`config.mk`:
```
export PLATFORM = sky130hd
export DESIGN_NAME = lowpan_datagram_fragmenter
export DESIGN_NICKNAME = d
export VERILOG_FILES = /design/src/design/lpf_pkg.sv /design/src/design/lpf_front.sv /design/src/design/lpf_queue.sv /design/src/design/lpf_back.sv /design/src/design/lowpan_datagram_fragmenter.sv
export SDC_FILE = /design/constraint.sdc
export NUM_CORES = 1
export LEC_CHECK = 0
export ABC_CLOCK_PERIOD_IN_PS = 13750
export BUFFER_PORTS_ARGS = -buffer_cell sky130_fd_sc_hd__buf_2
export CORE_MARGIN = 4
export CORE_UTILIZATION = 35
export DETAILED_ROUTE_END_ITERATION = 16
export PLACE_DENSITY = 0.49
export SETUP_SLACK_MARGIN = 0.4
export SLEW_MARGIN = 10
export SYNTH_ARGS = -nofsm -noshare
export SYNTH_HDL_FRONTEND = slang
export SYNTH_SLANG_ARGS = --single-unit
export TNS_END_PERCENT = 100
```
`constraint.sdc`:
```
create_clock -name i_clk -period 13.75 [get_ports i_clk]
set_input_delay 3.4375 -clock i_clk [delete_from_list [all_inputs] [get_ports i_clk]]
set_output_delay 3.4375 -clock i_clk [all_outputs]
set_load 0.02 [all_outputs]
```
`src/design/lpf_pkg.sv`:
```
// Shared types and constants of the 6LoWPAN datagram fragmenter.
package lpf_pkg;

    // Header kind that precedes the data byte of one queued job.
    typedef enum logic [1:0] {
        HDR_NONE  = 2'd0,
        HDR_FRAG1 = 2'd1,
        HDR_FRAGN = 2'd2
    } t_hdr;

    localparam logic [7:0] FRAG1_DISPATCH = 8'hC0;
    localparam logic [7:0] FRAGN_DISPATCH = 8'hE0;
    localparam int         FRAG1_HDR_LEN  = 4;
    localparam int         FRAGN_HDR_LEN  = 5;
    localparam logic [7:0] CAP_MASK       = 8'hF8;
    localparam logic [7:0] MIN_CAP        = 8'd8;
    localparam logic [7:0] LIMIT_RESET    = 8'd102;
    localparam int         QUEUE_DEPTH_DEFAULT = 2;

    // One classified input byte, with everything the back end needs to emit it.
    typedef struct packed {
        logic [7:0]  data;
        t_hdr        hdr;
        logic [10:0] size;
        logic [15:0] tag;
        logic [7:0]  offset;
        logic        frag_end;
        logic        dgram_end;
    } t_job;

endpackage

```
`src/design/lpf_front.sv`:
```
// Front end: frame-limit register, datagram state and classification of input bytes.
module lpf_front (
    input  logic               i_clk,
    input  logic               i_rst_n,
    input  logic               i_cfg_wr_en,
    input  logic [7:0]         i_cfg_wr_data,
    input  logic               i_accept,
    input  logic [7:0]         i_data_byte,
    input  logic               i_first_byte,
    input  logic               i_last_byte,
    input  logic [10:0]        i_datagram_size,
    input  logic [5:0]         i_dispatch_bytes,
    output logic               o_push,
    output lpf_pkg::t_job      o_job
);

    logic [7:0]  r_frag_limit;
    logic [15:0] r_tag;
    logic [7:0]  r_bif;
    logic [7:0]  r_cap;
    logic [10:0] r_off;
    logic [10:0] r_size;
    logic [5:0]  r_disp;
    logic        r_iff;

    logic [15:0] n_tag;
    logic [7:0]  n_bif;
    logic [7:0]  n_cap;
    logic [10:0] n_off;
    logic [10:0] n_size;
    logic [5:0]  n_disp;
    logic        n_iff;

    logic [15:0] job_tag;
    logic [7:0]  bif_inc;
    logic        drop;
    lpf_pkg::t_hdr hdr;

    // Room for datagram bytes after the overhead, in whole 8-byte units, at least 8.
    function automatic logic [7:0] room8(input logic [7:0] limit, input logic [6:0] overhead);
        logic [7:0] diff;
        logic [7:0] r;
        diff = limit - {1'b0, overhead};
        r    = (limit > {1'b0, overhead}) ? (diff & lpf_pkg::CAP_MASK) : 8'd0;
        return (r < lpf_pkg::MIN_CAP) ? lpf_pkg::MIN_CAP : r;
    endfunction

    always_comb begin
        n_tag   = r_tag;
        n_bif   = r_bif;
        n_cap   = r_cap;
        n_off   = r_off;
        n_size  = r_size;
        n_disp  = r_disp;
        n_iff   = r_iff;
        job_tag = r_tag;
        drop    = 1'b0;
        hdr     = lpf_pkg::HDR_NONE;

        if (i_first_byte) begin
            // A new datagram; an open one is abandoned and uses up its tag.
            job_tag = r_tag + {15'd0, (r_cap != 8'd0)};
            n_tag   = job_tag;
            n_size  = i_datagram_size;
            n_disp  = i_dispatch_bytes;
            n_cap   = room8(r_frag_limit, {1'b0, i_dispatch_bytes} + 7'(lpf_pkg::FRAG1_HDR_LEN))
                      + {2'b00, i_dispatch_bytes};
            n_bif   = 8'd0;
            n_off   = 11'd0;
            n_iff   = 1'b1;
            hdr     = lpf_pkg::HDR_FRAG1;
        end else if (r_cap == 8'd0) begin
            drop = 1'b1;
        end else if (r_bif >= r_cap) begin
            n_iff = 1'b0;
            n_cap = room8(r_frag_limit, 7'(lpf_pkg::FRAGN_HDR_LEN));
            n_bif = 8'd0;
            hdr   = lpf_pkg::HDR_FRAGN;
        end

        // Dispatch bytes of the first fragment do not advance the datagram offset.
        if (!(n_iff && (n_bif < {2'b00, n_disp}))) begin
            n_off = n_off + 11'd1;
        end
        bif_inc = n_bif + 8'd1;
        n_bif   = bif_inc;

        o_job.data      = i_data_byte;
        o_job.hdr       = hdr;
        o_job.size      = n_size;
        o_job.tag       = job_tag;
        o_job.offset    = r_off[10:3];
        o_job.frag_end  = i_last_byte || (bif_inc >= n_cap);
        o_job.dgram_end = i_last_byte;

        if (i_last_byte) begin
            n_tag = job_tag + 16'd1;
            n_cap = 8'd0;
            n_bif = 8'd0;
            n_off = 11'd0;
            n_iff = 1'b1;
        end
    end

    assign o_push = i_accept && !drop;

    always_ff @(posedge i_clk) begin
        if (!i_rst_n) begin
            r_frag_limit <= lpf_pkg::LIMIT_RESET;
            r_tag        <= 16'd0;
            r_bif        <= 8'd0;
            r_cap        <= 8'd0;
            r_off        <= 11'd0;
            r_size       <= 11'd0;
            r_disp       <= 6'd0;
            r_iff        <= 1'b1;
        end else begin
            if (i_cfg_wr_en) begin
                r_frag_limit <= i_cfg_wr_data;
            end
            if (o_push) begin
                r_tag  <= n_tag;
                r_bif  <= n_bif;
                r_cap  <= n_cap;
                r_off  <= n_off;
                r_size <= n_size;
                r_disp <= n_disp;
                r_iff  <= n_iff;
            end
        end
    end

endmodule

```
`src/design/lpf_queue.sv`:
```
// Short job queue between the front end and the back end.
module lpf_queue #(
    parameter int DEPTH = lpf_pkg::QUEUE_DEPTH_DEFAULT
) (
    input  logic          i_clk,
    input  logic          i_rst_n,
    input  logic          i_push,
    input  lpf_pkg::t_job i_job,
    input  logic          i_pop,
    output logic          o_full,
    output logic          o_head_valid,
    output lpf_pkg::t_job o_head
);

    localparam int PW = (DEPTH > 1) ? $clog2(DEPTH) : 1;
    localparam int CW = $clog2(DEPTH + 1);
    localparam logic [PW-1:0] LAST_PTR = PW'(DEPTH - 1);

    lpf_pkg::t_job r_mem [DEPTH];
    logic [PW-1:0] r_wr_ptr;
    logic [PW-1:0] r_rd_ptr;
    logic [CW-1:0] r_count;

    assign o_full       = (r_count == CW'(DEPTH));
    assign o_head_valid = (r_count != '0);
    assign o_head       = r_mem[r_rd_ptr];

    always_ff @(posedge i_clk) begin
        if (i_push) begin
            r_mem[r_wr_ptr] <= i_job;
        end
    end

    always_ff @(posedge i_clk) begin
        if (!i_rst_n) begin
            r_wr_ptr <= '0;
            r_rd_ptr <= '0;
            r_count  <= '0;
        end else begin
            if (i_push) begin
                r_wr_ptr <= (r_wr_ptr == LAST_PTR) ? '0 : r_wr_ptr + PW'(1);
            end
            if (i_pop) begin
                r_rd_ptr <= (r_rd_ptr == LAST_PTR) ? '0 : r_rd_ptr + PW'(1);
            end
            if (i_push && !i_pop) begin
                r_count <= r_count + CW'(1);
            end else if (i_pop && !i_push) begin
                r_count <= r_count - CW'(1);
            end
        end
    end

    a_no_overflow: assert property (@(posedge i_clk) disable iff (!i_rst_n)
        !(i_push && o_full))
        else $error("queue written while full");

    a_no_underflow: assert property (@(posedge i_clk) disable iff (!i_rst_n)
        i_pop |-> o_head_valid)
        else $error("queue popped while empty");

endmodule

```
`src/design/lpf_back.sv`:
```
// Back end: header byte sequencer and output register.
module lpf_back (
    input  logic          i_clk,
    input  logic          i_rst_n,
    input  logic          i_head_valid,
    input  lpf_pkg::t_job i_head,
    output logic          o_pop,
    input  logic          i_out_ready,
    output logic          o_out_valid,
    output logic [7:0]    o_out_byte,
    output logic          o_fragment_start,
    output logic          o_fragment_end,
    output logic          o_datagram_end
);

    localparam logic [2:0] STEP_DISP   = 3'd0;
    localparam logic [2:0] STEP_SIZE   = 3'd1;
    localparam logic [2:0] STEP_TAG_HI = 3'd2;
    localparam logic [2:0] STEP_TAG_LO = 3'd3;
    localparam logic [2:0] STEP_OFFSET = 3'd4;

    logic [2:0] r_step;
    logic [2:0] n_step;
    logic [2:0] data_step;
    logic       is_data;
    logic       advance;
    logic [7:0] beat_byte;
    logic       beat_start;
    logic       beat_fend;
    logic       beat_dend;
    logic [7:0] disp;

    always_comb begin
        case (i_head.hdr)
            lpf_pkg::HDR_FRAG1: data_step = 3'(lpf_pkg::FRAG1_HDR_LEN);
            lpf_pkg::HDR_FRAGN: data_step = 3'(lpf_pkg::FRAGN_HDR_LEN);
            default:            data_step = STEP_DISP;
        endcase
    end

    assign is_data = (r_step == data_step);
    assign advance = i_head_valid && (!o_out_valid || i_out_ready);
    assign o_pop   = advance && is_data;
    assign n_step  = is_data ? STEP_DISP : r_step + 3'd1;
    assign disp    = (i_head.hdr == lpf_pkg::HDR_FRAG1) ? lpf_pkg::FRAG1_DISPATCH
                                                        : lpf_pkg::FRAGN_DISPATCH;

    always_comb begin
        beat_start = 1'b0;
        beat_fend  = 1'b0;
        beat_dend  = 1'b0;
        if (is_data) begin
            beat_byte = i_head.data;
            beat_fend = i_head.frag_end;
            beat_dend = i_head.dgram_end;
        end else begin
            case (r_step)
                STEP_DISP: begin
                    beat_byte  = disp | {5'd0, i_head.size[10:8]};
                    beat_start = 1'b1;
                end
                STEP_SIZE:   beat_byte = i_head.size[7:0];
                STEP_TAG_HI: beat_byte = i_head.tag[15:8];
                STEP_TAG_LO: beat_byte = i_head.tag[7:0];
                STEP_OFFSET: beat_byte = i_head.offset;
                default:     beat_byte = i_head.data;
            endcase
        end
    end

    always_ff @(posedge i_clk) begin
        if (!i_rst_n) begin
            r_step      <= STEP_DISP;
            o_out_valid <= 1'b0;
        end else if (advance) begin
            r_step      <= n_step;
            o_out_valid <= 1'b1;
        end else if (i_out_ready) begin
            o_out_valid <= 1'b0;
        end
    end

    always_ff @(posedge i_clk) begin
        if (advance) begin
            o_out_byte       <= beat_byte;
            o_fragment_start <= beat_start;
            o_fragment_end   <= beat_fend;
            o_datagram_end   <= beat_dend;
        end
    end

    a_start_not_end: assert property (@(posedge i_clk) disable iff (!i_rst_n)
        (o_out_valid && o_fragment_start) |-> !o_fragment_end)
        else $error("header byte flagged as fragment end");

    a_dgram_end_closes_frag: assert property (@(posedge i_clk) disable iff (!i_rst_n)
        (o_out_valid && o_datagram_end) |-> o_fragment_end)
        else $error("datagram end without fragment end");

    a_header_holds_job: assert property (@(posedge i_clk) disable iff (!i_rst_n)
        (r_step != STEP_DISP) |-> i_head_valid)
        else $error("job left the queue in the middle of its header");

endmodule

```
`src/design/lowpan_datagram_fragmenter.sv`:
```
// Top level of the 6LoWPAN datagram fragmenter.
//
//  Channel   Direction  Handshake                  Payload
//  ------------------------------------------------------------------------------------
//  in        input      i_in_valid / o_in_ready    i_data_byte, i_first_byte,
//                                                  i_last_byte, i_datagram_size,
//                                                  i_dispatch_bytes
//  out       output     o_out_valid / i_out_ready  o_out_byte, o_fragment_start,
//                                                  o_fragment_end, o_datagram_end
//  cfg       input      i_cfg_wr_en (no wait)      i_cfg_wr_data (frag_limit)
//
// An accepted payload beat is written into the job queue through the combinational
// front end and then into the back end's output register.
// Payload beats stream at one per cycle while the output is ready; a beat that opens
// a fragment is preceded by four (first fragment) or five (later fragments) header
// bytes from the back end's one-byte-per-cycle header sequencer.
// Synchronous active-low reset sets the tag to zero, closes any datagram and sets
// frag_limit to 102; the queue and output register come up empty.
// Output stalls back up through the queue; the input keeps accepting until the
// QUEUE_DEPTH-entry queue is full.
module lowpan_datagram_fragmenter #(
    parameter int QUEUE_DEPTH = lpf_pkg::QUEUE_DEPTH_DEFAULT
) (
    input  logic        i_clk,
    input  logic        i_rst_n,
    input  logic        i_cfg_wr_en,
    input  logic [7:0]  i_cfg_wr_data,
    input  logic        i_in_valid,
    output logic        o_in_ready,
    input  logic [7:0]  i_data_byte,
    input  logic        i_first_byte,
    input  logic        i_last_byte,
    input  logic [10:0] i_datagram_size,
    input  logic [5:0]  i_dispatch_bytes,
    output logic        o_out_valid,
    input  logic        i_out_ready,
    output logic [7:0]  o_out_byte,
    output logic        o_fragment_start,
    output logic        o_fragment_end,
    output logic        o_datagram_end
);

    logic          accept;
    logic          push;
    logic          pop;
    logic          full;
    logic          head_valid;
    lpf_pkg::t_job job;
    lpf_pkg::t_job head;

    // Bytes outside an open datagram are accepted and dropped by the front end.
    assign o_in_ready = !full;
    assign accept     = i_in_valid && o_in_ready;

    lpf_front u_front (
        .i_clk            (i_clk),
        .i_rst_n          (i_rst_n),
        .i_cfg_wr_en      (i_cfg_wr_en),
        .i_cfg_wr_data    (i_cfg_wr_data),
        .i_accept         (accept),
        .i_data_byte      (i_data_byte),
        .i_first_byte     (i_first_byte),
        .i_last_byte      (i_last_byte),
        .i_datagram_size  (i_datagram_size),
        .i_dispatch_bytes (i_dispatch_bytes),
        .o_push           (push),
        .o_job            (job)
    );

    lpf_queue #(
        .DEPTH (QUEUE_DEPTH)
    ) u_queue (
        .i_clk        (i_clk),
        .i_rst_n      (i_rst_n),
        .i_push       (push),
        .i_job        (job),
        .i_pop        (pop),
        .o_full       (full),
        .o_head_valid (head_valid),
        .o_head       (head)
    );

    // The back end keeps a job at the queue head until its data byte goes out.
    lpf_back u_back (
        .i_clk            (i_clk),
        .i_rst_n          (i_rst_n),
        .i_head_valid     (head_valid),
        .i_head           (head),
        .o_pop            (pop),
        .i_out_ready      (i_out_ready),
        .o_out_valid      (o_out_valid),
        .o_out_byte       (o_out_byte),
        .o_fragment_start (o_fragment_start),
        .o_fragment_end   (o_fragment_end),
        .o_datagram_end   (o_datagram_end)
    );

endmodule

```
# Word level (Yosys, flattened, before mapping)
# Memories as Yosys holds them, arrays and structs flattened. A register that Yosys moved wholly into a read port is not among the register bits.
# Cells that the tools add are included.
# classes
bitwise	1
n_mux	44
n_eq_ne	8
order_cmp	7
n_addsub	13
reduce_logical	20
# ops
operator	n
2-to-1 mux 8 bit	13
2-to-1 mux 11 bit	4
case mux 8 bit (5 select lines)	1
2-to-1 mux 16 bit	2
adder 16 x 1 -> 16 bit	1
adder 16 x 1 -> 16 bit, second input constant	1
greater-or-equal comparator 8 bit	2
less-than comparator 8 x 4 -> 1 bit, second input constant	2
2-to-1 mux 1 bit	15
2-to-1 mux 6 bit	2
adder 11 x 1 -> 11 bit, second input constant	1
2-to-1 mux 2 bit	5
adder 8 x 1 -> 8 bit, second input constant	1
adder 8 x 6 -> 8 bit	1
> comparator 8 x 3 -> 1 bit, second input constant	1
> comparator 8 x 7 -> 1 bit	1
zero test 8 bit	1
less-than comparator 8 x 6 -> 1 bit	1
bitwise OR 8 x 3 -> 8 bit	1
nonzero test 8 bit	1
subtractor 8 x 3 -> 8 bit, second input constant	1
subtractor 8 x 7 -> 8 bit	1
adder 6 x 3 -> 7 bit, second input constant	1
logical AND 1 bit	7
16 further kinds	26
# totals
out_inout_bits	13
ramBits	94
mem_count	1
in_bits	40
elab_cells	111
ff_bits	88
# mem_list
name	depth	width	rd	rd_ports_with_merged_regs	write_ports	line_no	rtl
u_queue.r_mem	2	47	1	1	1	lpf_queue.sv:19	lpf_pkg::t_job r_mem [DEPTH];

# Depth between registers and ports, before layout
# depth
word_depth	9
depth_mapped	20
ltp_nobuf	20

# Modules after synthesis
# From an unflattened synthesis, not the netlist that was laid out.
# hier_totals
hier_cells	947
area_unflattened_um2	10047.1
# modules_own_cells
module	n_inst	area_each_um2	cells_each	seq_area_each_um2
lpf_front	1	5415.2	685	1381.3
lpf_queue	1	3619.7	168	2922.8
lpf_back	1	1002.2	92	410.4
lowpan_datagram_fragmenter	1	10.0	2	0.0

# Worst setup path after synthesis
# No wires, ideal clock.
# synth_path
path_type	input to register
from	in i_dispatch_bytes[2]
to	mem u_queue.r_mem[0][1] (netlist name), data pin
n_path_buf	0
setup_time_ns	0.273
cell_stages	20
t_arrival_ns	7.151
slack_ns	6.326
cell_sequence	ha_1 > xnor2_1 > ha_1 > or2_2 > a21o_1 > o21a_1 > nand3b_1 > o31ai_1 > a211o_1 > ha_1 > fa_1 > a21oi_1 > nor3_1 > o211ai_1 > o21ai_0 > o32ai_1 > or2_2 > ha_1 > a211oi_1 > o21ai_0
# synth_rtl
element	line_no	rtl
from (decl)	lowpan_datagram_fragmenter.sv:34	input logic [5:0] i_dispatch_bytes,
to (decl)	lpf_queue.sv:19	

==> summary.txt <==
Hold path startpoint - u_front.r_tag[10]
Maximum number of pins on one net before global-route repair - 51
Reported leakage power - 3.99 nW
Top library cells by usage in the layout, fill and taps aside - edfxtp_1 (105), nor2_1 (84), dfxtp_1 (77)
Cell count after synthesis - 952
Slew at the pin closest to its max-slew limit - 1.09 ns
Weighted congestion at the end of routability-driven global placement - 0.782
Placed Cells incl. Taps - 1335
Status - complete, no violations
CTS tree - built
Post-cts repair resize count - 0
Design Area, Final - 0.0110 mm²
Count of hold buffers inserted by post-cts repair - 0
Average size of a mapped cell - 10.3 µm²
Die Ht - 175 µm
Worst-case setup margin in the final layout - 6.22 ns
Total congestion overflow - 0
Final hold violation count - 0
Die ar. - 0.0306 mm²
Most used DFF post-synth - edfxtp_1
Final period demand of the worst path - 7.53 ns
Most common cell after layout, fill and taps aside - edfxtp_1
Skew final - 0.0145 ns
Upper clock frequency limit - 133 MHz
Sum of negative setup slack - 0 ns
Layout Nets - 1068
Number of enable flip-flop cells after synthesis - 105
Starting density of the core - 35.9%
Proportion of layout cells with a drive suffix above 1 - 14.7%
Area used by multi-input combinational logic - 0.00475 mm²
Synth async-reset ratio - 0%
P per Cell Area - 154 mW/mm²
Hold-critical path depth - 2
Tightest slew margin relative to the limit - 26.6%
Timing startpoint of the critical path - i_dispatch_bytes[2]
Worst R2R Start - u_front.r_bif[0]
Cell at the root of the clock tree - clkbuf_16
Pins over their slew limit - 0
Inserted Clock Buffers - 17
Number of max-cap violations - 0
Area grow syn2layout - 12.7%
Source-to-sink clock delay at the later pin of the worst-skew pair - 0.43 ns
Depth of the worst register-to-register path - 17
Number of buffers added for setup after CTS - 0
Pre-CTS setup slack - 5.75 ns
Critical Path RT - 13.91 ns
Antenna Cells - 0
Startpoint type of the worst setup path - primary input
Worst IR Drop VDD - 0.0754 mV
Total of warnings raised by yosys - 0
Width of the chip - 175 µm
Top post-synthesis cells by area - edfxtp_1 (32%), dfxtp_1 (16%), ha_1 (5.8%), mux2i_1 (3.4%), nor2_1 (3.3%)
DRT iter0 DRCs - 467
Worst-path maximum fanout - 6
Number of different library cells in the post-synthesis netlist - 74
Clock Sink Count - 183
Core area - 0.0272 mm²
Average via count per standard cell - 5.34
Net Count, Synth - 1038
Sequential share of the synthesized area - 48.3%
Via count of the first global-routing pass - 7041
Filler-free cell count of the finished design - 1367
Top cell type by total area after synthesis - edfxtp_1
Post-DRT Antenna Nets - 0
Arrival time of data at the critical path endpoint - 7.69 ns
Maximum level of the CTS H-tree - 4
Post-detailed-route wirelength per cell - 18.1 µm
Detailed-router iteration count before antenna repair - 5
Final setup viols - 0
Setup Crit Path Kind - in2reg
Count of input and output buffers - 52
Part of the cycle the worst path needs - 54.7%
Total via count after detailed routing - 7303
Detailed Place HPWL - 17200 µm
Gr usage total - 16.1%
DRC Markers - 0
Top Ports - 53
Fillers - 2729
Critical Path End Type - flop
HP Class - reg2reg
Number of synthesized register bits - 183
Area share of the leading cell type in the synthesized netlist - 32.3%
Antenna violations before repair - 0
Aggregate routed wire length - 24700 µm
Area of the mapped netlist - 0.00976 mm²
Row count - 60
RSZ-0062 raised after global routing - no
Total cell area at the placement stage - 0.0104 mm²
Clock-pin slew on the worst setup and hold paths - 0.08 ns
Area taken by flip-flops and latches - 0.00472 mm²
First-pass GRT wire length - 39600 µm
Clk buf depth - 2
-- flip-flops by register name, summed over array words and instances (netlist names), 2 cells and up, named ones only --
signal	count
u_front.r_frag_limit	8
u_queue.r_count	2
u_front.r_cap	8
u_front.r_tag	16
u_queue.r_mem	94
u_front.r_size	11
u_front.r_off	11
u_front.r_bif	8
u_front.r_disp	6
u_back.r_step	3
u_back.o_out_byte	8
-- path summary, 6_finish.rpt --
path                               to  slack [ns]
setup / recovery  u_queue.r_mem[0][1]        6.22
hold / removal      u_front.r_tag[10]        0.48
setup reg to reg  u_queue.r_mem[0][1]        9.21
hold reg to reg     u_front.r_tag[10]        0.48
-- metal layers --
metal / wire, µm / global-route usage, % / part of all wire [%] / vias to the layer above
met4: 208 / 3.21 / 0.84 / 0
li1: - / - / - / 3655
met3: 862 / 2.44 / 3.5 / 14
met1: 12500 / 23.8 / 51 / 3509
met5: 0 / 0 / 0 / -
met2: 11100 / 25.3 / 45 / 125
-- cell families (layout without fill, tap and decap cells) --
logic type / count (synthesis) / in the layout / synth area share, %
AND/OR/NAND/NOR: 323 / 323 / 16.5
multiplexers: 61 / 61 / 6.61
XOR/XNOR: 36 / 36 / 3.23
adder cells (fa/ha/maj): 46 / 46 / 5.97
AO/OA/AOI/OAI: 221 / 221 / 16.0
buffers and inverters: 82 / 125 / 3.42
flip-flops: 183 / 183 / 48.3
-- area by class of cell --
| class | instances | share of cell area, % |
|---|---|---|
| tap | 372 | 4.23 |
| clock buffer | 17 | 3.87 |
| multi-input combinational | 687 | 43.1 |
| sequential | 183 | 42.9 |
| timing repair buffer | 63 | 3.12 |
| inverter | 30 | 1.02 |
| clock inverter | 15 | 1.77 |
-- stage by stage --
stage	power (mW)	hold WS (ns)	util, %
6_report	1.69	0.480	40.5
5_1_grt	1.80	0.512	40.5
4_1_cts	1.72	0.489	40.5
3_5_place_dp	1.21	0.478	38.2
3_3_place_gp	1.21	0.467	38.2
2_1_floorplan	1.07	0.446	-
-- cells in the mapped netlist, drive strengths merged (11+ instances only) --
cell,n
or3,14
o21ai,31
inv,29
mux2,28
clkbuf,39
edfxtp,105
nor4,13
mux2i,33
and2,11
o21a,12
a21oi,39
nor3,35
dfxtp,78
or2,12
a211oi,11
ha,45
nand2,68
xor2,14
buf,13
a31oi,16
xnor2,22
nor2,85
nand3,27
-- report_power, final --
group	total [mW]	switching (mW)	internal (mW)
clock	0.500	0.250	0.250
combinational	0.485	0.311	0.174
sequential	0.709	0.0296	0.680
-- critical path, cell delays in order --
cell	delay (ns)
buf_2	0.14
ha_1	0.23
xnor2_1	0.13
ha_1	0.35
or2_2	0.33
a21o_1	0.21
o21a_1	0.16
nand3b_1	0.10
o31ai_1	0.08
a211o_1	0.31
ha_1	0.20
fa_1	0.41
a21oi_1	0.27
nor3_1	0.08
o211ai_1	0.09
o21ai_0	0.10
o32ai_1	0.29
or2_2	0.17
ha_1	0.23
a211oi_1	0.22
o21ai_0	0.14
(Power assumes the default switching activity.)
